**src/rtl/core/mbba_pkg.sv**
```systemverilog
// Package for the multi-block bump allocator.
// Holds the item structs, the command and status codes and the register indexes.
// No dependencies.
`timescale 1ns / 1ps

package mbba_pkg;

  localparam int TYPE_W  = 3;
  localparam int FIELD_W = 40;
  localparam int LG_W    = 6;
  localparam int CFG_W   = 64;
  localparam int CIDX_W  = 2;

  // Command kinds
  localparam logic [1:0] KIND_ALLOC   = 2'd0;
  localparam logic [1:0] KIND_RST_OFF = 2'd1;
  localparam logic [1:0] KIND_RELEASE = 2'd2;

  // Result status codes
  localparam logic [1:0] ST_ALLOCATED = 2'd0;
  localparam logic [1:0] ST_NO_TYPE   = 2'd1;
  localparam logic [1:0] ST_FULL      = 2'd2;
  localparam logic [1:0] ST_DONE      = 2'd3;

  // Configuration register indexes
  localparam logic [CIDX_W-1:0] CFG_TYPE_COUNT = 2'd0;
  localparam logic [CIDX_W-1:0] CFG_TYPE_FLAGS = 2'd1;
  localparam logic [CIDX_W-1:0] CFG_DFLT_SIZE  = 2'd2;
  localparam logic [CIDX_W-1:0] CFG_HV_MASK    = 2'd3;

  localparam logic [63:0] RESET_DFLT_SIZE = 64'd268435456;
  localparam logic [7:0]  RESET_HV_MASK   = 8'd2;

  typedef struct packed {
    logic [1:0]         kind;
    logic [7:0]         type_mask;
    logic [7:0]         required_flags;
    logic [FIELD_W-1:0] request_size;
    logic [LG_W-1:0]    align_log2;
  } in_item_t;

  typedef struct packed {
    logic [1:0]         status;
    logic [3:0]         block_index;
    logic [FIELD_W-1:0] offset;
    logic [TYPE_W-1:0]  memory_type;
    logic               new_block;
    logic [FIELD_W-1:0] new_block_size;
    logic               host_visible;
  } out_item_t;

  // Control half of the scan token that walks the cell chain
  typedef struct packed {
    logic valid;
    logic found;
  } tok_ctl_t;

  // Broadcast commands from the controller to every cell
  typedef struct packed {
    logic wr_en;
    logic clr_off;
  } cell_cmd_t;

endpackage

```
**src/rtl/core/mbba_cell.sv**
```systemverilog
// One block table entry of the bump allocator plus one stage of the scan chain.
// Depends on mbba_pkg.
`timescale 1ns / 1ps

module mbba_cell import mbba_pkg::*; #(
  parameter int INDEX = 0,
  parameter int SW    = 40,
  parameter int IW    = 4,
  parameter int CW    = 5
) (
  input  logic              clk,
  input  logic              rst_n,
  input  cell_cmd_t         cmd,
  input  logic [IW-1:0]     wr_idx,
  input  logic [SW-1:0]     wr_size,
  input  logic [SW-1:0]     wr_off,
  input  logic [TYPE_W-1:0] wr_type,
  input  logic              wr_vis,
  input  logic [CW-1:0]     count,
  input  tok_ctl_t          tin_ctl,
  input  logic [TYPE_W-1:0] tin_type,
  input  logic [SW-1:0]     tin_size,
  input  logic [LG_W-1:0]   tin_lg,
  input  logic [3:0]        tin_idx,
  input  logic [SW-1:0]     tin_off,
  input  logic              tin_vis,
  output tok_ctl_t          tout_ctl,
  output logic [TYPE_W-1:0] tout_type,
  output logic [SW-1:0]     tout_size,
  output logic [LG_W-1:0]   tout_lg,
  output logic [3:0]        tout_idx,
  output logic [SW-1:0]     tout_off,
  output logic              tout_vis
);

  logic [SW-1:0]     size_r;
  logic [SW-1:0]     off_r;
  logic [SW-1:0]     off_nxt;
  logic [TYPE_W-1:0] type_r;
  logic              vis_r;

  tok_ctl_t          ctl_r;
  logic [TYPE_W-1:0] type_tok_r;
  logic [SW-1:0]     size_tok_r;
  logic [LG_W-1:0]   lg_tok_r;
  logic [3:0]        idx_tok_r;
  logic [SW-1:0]     off_tok_r;
  logic              vis_tok_r;

  logic [63:0]       amask64;
  logic [SW:0]       amask;
  logic [SW:0]       al;
  logic [SW:0]       sum;
  logic              ok;
  logic              in_use;
  logic              hit;
  logic              wr_hit;

  assign in_use = CW'(INDEX) < count;
  assign wr_hit = cmd.wr_en && (wr_idx == IW'(INDEX));

  always_comb begin
    amask64 = (64'd1 << tin_lg) - 64'd1;
    amask   = {1'b0, amask64[SW-1:0]};
    if (32'(tin_lg) >= SW) begin
      // only a zero offset stays aligned
      ok = (off_r == '0);
      al = '0;
    end else begin
      ok = 1'b1;
      al = ({1'b0, off_r} + amask) & ~amask;
    end
    sum = al + {1'b0, tin_size};
    hit = tin_ctl.valid && !tin_ctl.found && in_use && (type_r == tin_type) && ok &&
          (sum <= {1'b0, size_r});
  end

  always_comb begin
    off_nxt = off_r;
    if (cmd.clr_off) begin
      off_nxt = '0;
    end else if (wr_hit) begin
      off_nxt = wr_off;
    end else if (hit) begin
      off_nxt = sum[SW-1:0];
    end
  end

  always_ff @(posedge clk) begin
    off_r <= off_nxt;
    if (wr_hit) begin
      size_r <= wr_size;
      type_r <= wr_type;
      vis_r  <= wr_vis;
    end
  end

  // advance the token one cell
  always_ff @(posedge clk) begin
    if (!rst_n) begin
      ctl_r <= '0;
    end else begin
      ctl_r.valid <= tin_ctl.valid;
      ctl_r.found <= tin_ctl.found || hit;
    end
  end

  always_ff @(posedge clk) begin
    type_tok_r <= tin_type;
    size_tok_r <= tin_size;
    lg_tok_r   <= tin_lg;
    idx_tok_r  <= hit ? 4'(INDEX) : tin_idx;
    off_tok_r  <= hit ? al[SW-1:0] : tin_off;
    vis_tok_r  <= hit ? vis_r : tin_vis;
  end

  assign tout_ctl  = ctl_r;
  assign tout_type = type_tok_r;
  assign tout_size = size_tok_r;
  assign tout_lg   = lg_tok_r;
  assign tout_idx  = idx_tok_r;
  assign tout_off  = off_tok_r;
  assign tout_vis  = vis_tok_r;

endmodule

```
**config.mk**
```make
export PLATFORM = sky130hd
export DESIGN_NAME = mbba_cell
export DESIGN_NICKNAME = d
export VERILOG_FILES = /design/src/rtl/core/mbba_pkg.sv /design/src/rtl/core/mbba_cell.sv
export SDC_FILE = /design/constraint.sdc
export NUM_CORES = 1
export LEC_CHECK = 0
export ABC_CLOCK_PERIOD_IN_PS = 11800
export BUFFER_PORTS_ARGS = -buffer_cell sky130_fd_sc_hd__buf_2
export CAP_MARGIN = 10
export CORE_MARGIN = 2
export CORE_UTILIZATION = 52
export DETAILED_ROUTE_END_ITERATION = 8
export HOLD_SLACK_MARGIN = 0.1
export PLACE_DENSITY = 0.78
export SYNTH_ARGS = -nofsm -noshare
export SYNTH_HDL_FRONTEND = slang
export SYNTH_SLANG_ARGS = --single-unit
```
**constraint.sdc**
```tcl
create_clock -name clk -period 11.8 [get_ports clk]
set_input_delay 1.18 -clock clk [delete_from_list [all_inputs] [get_ports clk]]
set_output_delay 1.18 -clock clk [all_outputs]
set_load 0.01 [all_outputs]
```
**Yosys cells after proc, flatten, opt, wreduce, memory -nomap -nowiden**

Index checks and enable logic that the tools add are counted.

- Register bits: 180
- Bits in latches: 0
- Bits in writable memories: 0
- Memory bits (read-only): 0
- Input bits: 193
- Output and inout bits: 96
- Logic and storage cells: 39
- Memories kept: 0

- Add/sub/neg operators: 3
- Multipliers: 0
- Divide/modulo/power cells: 0
- $lt $le $gt $ge: 3
- Eq/ne operators: 1
- Shift-type cells: 1
- Multiplexer cells: 6
- Bitwise gates (word level): 2
- Reduce and logical (&&, ||, !) cells: 11

Operator list:

| kind | number |
|---|---|
| 40-bit 2-to-1 mux | 3 |
| 40-bit by 40-bit adder with 41-bit output | 1 |
| 41-bit by 40-bit adder with 41-bit output | 1 |
| 41-bit bitwise AND | 1 |
| 41-bit by 40-bit less-or-equal comparator with 1-bit output | 1 |
| 41-bit 2-to-1 mux | 1 |
| 40-bit NOT with 41-bit output | 1 |
| 40-bit zero test | 1 |
| 1-bit by 6-bit left shift with 40-bit output (first input constant) | 1 |
| 40-bit by 1-bit subtractor with 40-bit output (second input constant) | 1 |
| 6-bit greater-or-equal comparator (second input constant) | 1 |
| 1-bit logical AND | 6 |
| 1-bit by 5-bit less-than comparator with 1-bit output (first input constant) | 1 |
| 4-bit zero test | 1 |
| 3-bit == test | 1 |
| 1-bit 2-to-1 mux | 2 |
| 2-bit nonzero test | 1 |
| 1-bit zero test | 1 |
| 1-bit logical OR | 1 |

**Depth between registers and ports, before layout**

- Depth after elaboration: 10
- Gate-level depth with buffers: 45
- Mapped depth without buffers: 39

**Least setup slack after synthesis**

Ideal clock, no wire load.

- Kind: input-to-reg
- Start point: input port tin_lg[0]
- End point: register off_r[39]
- Library setup time: 91 ps
- Arrival time: 9203 ps
- Required time: 11709 ps
- Slack: 2506 ps
- Stages: 41
- Path through: clkbuf_1 -> or2_2 -> clkbuf_1 -> nor2_1 -> nand2_1 -> ha_1 -> clkbuf_1 -> clkbuf_1 -> a21oi_1 -> o21ai_0 -> ha_1 -> buf_2 -> o211ai_1 -> a21bo_2 -> a22o_1 -> a211o_1 -> and2_1 -> o21ai_0 -> [... 5 more ...] -> o2111ai_1 -> a211oi_1 -> nor3_1 -> o21ai_1 -> mux2i_1 -> a2111oi_0 -> ha_1 -> a21o_1 -> a21o_1 -> a211oi_1 -> o22ai_1 -> a2111oi_0 -> o21a_1 -> o211ai_1 -> or2_1 -> buf_2 -> or3_1 -> a311oi_1

- Word-level cells in the longest chain between the ends: 9

RTL lines:

| element | line | text |
|---|---|---|
| start: declaration | mbba_cell.sv:23 | `input logic [LG_W-1:0] tin_lg,` |
| 1-bit by 6-bit left shift with 40-bit output | mbba_cell.sv:63 | `amask64 = (64'd1 << tin_lg) - 64'd1;` |
| 40-bit by 1-bit subtractor with 40-bit output | mbba_cell.sv:63 |  |
| 40-bit by 40-bit adder with 41-bit output or 40-bit NOT with 41-bit output (tied branches) | mbba_cell.sv:71 | `al = ({1'b0, off_r} + amask) & ~amask;` |
| 41-bit bitwise AND | mbba_cell.sv:71 |  |
| 41-bit 2-to-1 mux | mbba_cell.sv:65 | `if (32'(tin_lg) >= SW) begin` |
| 41-bit by 40-bit adder with 41-bit output | mbba_cell.sv:73 | `sum = al + {1'b0, tin_size};` |
| 41-bit by 40-bit less-or-equal comparator with 1-bit output | mbba_cell.sv:75 | `(sum <= {1'b0, size_r});` |
| 1-bit logical AND | mbba_cell.sv:74 | `hit = tin_ctl.valid && !tin_ctl.found && in_use && (type_r == tin_type) && ok &&` |
| 2-bit nonzero test (no line) | n/a |  |
| end signal: assignment | mbba_cell.sv:90 | `off_r <= off_nxt;` |
| end: declaration | mbba_cell.sv:37 | `logic [SW-1:0] off_r;` |

Several ways; a longest one is shown, not always the timed one. The select of a mux whose other input is x is not followed.
A chain may end at the register's enable or synchronous reset.

**Worst setup path after layout**

- Start point: input port tin_lg[3]
- End point: register off_r[32]

The elaborated chain is that of the path after synthesis.

==> summary.md <==
| Metric | Value |
|---|---|
| Outcome | complete, no violations |
| Static leakage | 0.00662 µW |
| CTS Hold Bufs | 0 |
| Instance count of the mapped netlist | ~1,400 |
| Relative slew slack | between 30% and 40% |
| RSZ-0062 raised after global routing | no |
| Remaining DRCs | 0 |
| Mapped Area | between 0.01 and 0.015 mm² |
| All-layer global routing usage | roughly 31% |
| Clock Latency Late Sink | 0.45 ns |
| Gr ovfl total | 0 |
| Seq/Total Area, Yosys | 33.1% |
| Synth Register Bits | 180 |
| FILL cells | around 2,100 |
| Crit path max-delay family | compound AO/OA/AOI/OAI gates |
| Peak Freq | 89.9 MHz |
| Max_cap viols | 0 |
| YS warnings | 0 |
| Via density | 5.98 |
| Vias in the first global route | approximately 11,000 |
| Slew Limit Fails | 0 |
| Largest stage delay, worst path | between 0.7 and 0.8 ns |
| Pwr/cell area | about 120 mW/mm² |
| Synth unique cells | 79 |
| DIE WIDTH | around 160 µm |
| Synthesized net count | between 1,500 and 2,000 |
| Clock Tree Buf Depth | 2 |
| Pre-antenna DRT Iters | 7 |
| Share of layout cells above drive strength 1 | a little under a quarter |
| Fin nets | 2,005 |
| CTS buffer count | 17 |
| Non-Filler Instances | roughly 2,000 |
| H-tree levels | 4 |
| Clock skew | 0.0191 ns |
| CP Max Fanout | 35 |
| Synth Flop Type | dfxtp_1 |
| Setup Buffers After CTS | 0 |
| Antenna cells | 0 |
| First-pass GRT wire length | 59.1 mm |
| Chip height | around 160 µm |
| Vias | ~12,000 |
| Hold Vio Cnt, Final | 0 |
| Crit path top cell by count | ha_1 |
| Commonest cells after routing, fill and taps aside | 288 x buf_2, 180 x nand2_1, 136 x dfxtp_1 |
| Port-buffer cells | approximately 290 |
| CP Capture Type | register |
| Post-route ant nets | 0 |
| Total placed cells including tap cells | between 1,500 and 2,000 |
| I/O Pins | approximately 290 |
| Setup crit start kind | input pin |
| Commonest non-fill, non-tap cell in the layout | buf_2 |
| WP data arrival | 11.46 ns |
| Initial antenna violation count | 0 |
| Die ar. | between 0.02 and 0.025 mm² |
| Number of synthesized flops with an enable pin | 44 |
| CTS tree | done |
| Final setup viols | 0 |
| First DRT Iteration DRCs | around 1,300 |
| Worst Hold Class | register to register |
| CTS Sinks | between 150 and 200 |
| Cell Rows | 56 |
| Pin count of the biggest net entering global routing | 80 |
| WP buf/inv | 3 |
| Core box area | between 0.02 and 0.025 mm² |
| Area grow syn2layout | 18.1% |
| Resize count post-CTS | 0 |
| Hold_ws | 0.504 ns |
| Clock Root Buffer | clkbuf_16 |
| Shortest period the worst path allows | approximately 11 ns |
| FFs w/ async S/R, synth | 0% |
| Required @ worst endpoint | 12.14 ns |
| Gpl congestion | ~0.99 |
| Wirelength, routed | 38.7 mm |
| Slowest CP cell | a211oi_1 |
| Wire per inst | 19.2 µm |
| Setup TNS | 0 ns |
| Critical Setup Path Class | input pin to register |
| Worst-Margin Slew | between 1 and 1.5 ns |
| DP Wirelength | 30.2 mm |
| Clock-pin slew of the registers on the worst-case setup and hold paths | ~0.080 ns |
| Mapped Avg Cell Area | 8.45 µm² |
| Final period util | about 94% |
| Initial Util | 52.5% |
| VDD IR max | between 100 and 150 µV |
[through the flow]
step	power, µW	util [%]	instance area (µm²)	worst slack [ns]
after detailed placement	1190	59.5	13800	0.624
after global placement	1180	59.5	13800	0.670
after CTS	1770	62.1	14400	0.978
after floorplan	1030	-	12200	2.51
after global routing	1850	62.1	14400	0.294
final	1770	62.1	14400	0.677
[final timing paths]
path | endpoint | startpoint | depth (start not counted) | slack [ns]
setup / recovery | off_r[32]$_SDFFE_PP0P_ | tin_lg[3] | 38 | 0.68
hold / removal | tout_vis$_DFF_P_ | vis_r$_DFFE_PP_ | 1 | 0.50
setup reg to reg | off_r[32]$_SDFFE_PP0P_ | off_r[1]$_SDFFE_PP0P_ | 30 | 3.14
hold reg to reg | tout_vis$_DFF_P_ | vis_r$_DFFE_PP_ | 1 | 0.50
[worst reg2reg max path, delay by kind of cell, from the launching register on]
family | cells | cell delay [ns]
compound gates | 13 | 3.91
simple gates | 9 | 1.74
fa+ha+maj | 3 | 1.15
buf+inv | 3 | 0.71
xor+xnor | 2 | 0.67
flops | 1 | 0.40
[routing by layer]
layer / routed length [µm] / up-vias / track usage (%)
met3: 3290 / 68 / 5.53
met1: 16600 / 5590 / 41.7
met2: 17700 / 619 / 49.6
met4: 1140 / 0 / 9.70
met5: 0 / - / 0
li1: - / 5793 / -
[where the power goes]
part	leakage, µW	internal (µW)	switching [µW]
clock network	0.000288	285	292
logic	0.00480	208	319
registers	0.00153	657	10.3
total	0.00662	1150	621
[flip-flops by register name, summed over array words and instances (netlist names)]
| signal | cells |
|---|---|
| tout_size | 40 |
| size_r | 40 |
| tout_vis | 1 |
| tout_off | 40 |
| type_r | 3 |
| tout_idx | 4 |
| off_r | 40 |
| tout_ctl | 2 |
| tout_lg | 6 |
| vis_r | 1 |
| tout_type | 3 |
[cells in the mapped netlist (6+ instances only)]
cell | number | area (µm²)
edfxtp_1 | 44 | 1320
dfxtp_1 | 136 | 2720
buf_2 | 13 | 65.1
a211oi_1 | 17 | 128
nor3_1 | 47 | 235
nor2b_1 | 11 | 68.8
ha_1 | 123 | 1540
nor4_1 | 14 | 87.6
o211ai_1 | 15 | 113
a21oi_1 | 109 | 546
nand2b_1 | 12 | 75.1
a31oi_1 | 9 | 56.3
nand2_1 | 181 | 679
o21ai_0 | 66 | 330
inv_1 | 67 | 251
nand4_1 | 24 | 150
xnor2_1 | 40 | 350
o31ai_1 | 8 | 60.1
a21o_1 | 48 | 360
nor2_1 | 117 | 439
mux2_2 | 40 | 450
o21bai_1 | 6 | 45.0
and3_1 | 7 | 43.8
o21a_1 | 7 | 52.6
a311oi_1 | 39 | 342
and2_1 | 15 | 93.8
clkbuf_1 | 59 | 221
xor2_1 | 34 | 298
nand3_1 | 31 | 155
[kinds of logic (layout without fill, tap and decap cells)]
| group | after synthesis | after routing | synth area share, % |
|---|---|---|---|
| AND/OR/NAND/NOR | 484 | 484 | 18.1 |
| flip-flops | 180 | 180 | 33.1 |
| adder cells (fa/ha/maj) | 125 | 125 | 12.9 |
| XOR/XNOR | 74 | 74 | 5.30 |
| multiplexers | 43 | 43 | 3.93 |
| AO/OA/AOI/OAI | 397 | 397 | 22.0 |
| buffers and inverters | 144 | 397 | 4.59 |
[layout make-up]
type	count	area [µm²]	share of cell area [%]
Clock inverter	14	163	1.13
Tap cell	319	399	2.77
Multi-Input combinational cell	1123	7630	52.8
Inverter	69	259	1.79
Timing Repair Buffer	296	1510	10.5
Sequential cell	180	4040	28.0
Clock buffer	18	429	2.97
No activity file was read; power rests on OpenSTA's default activity.
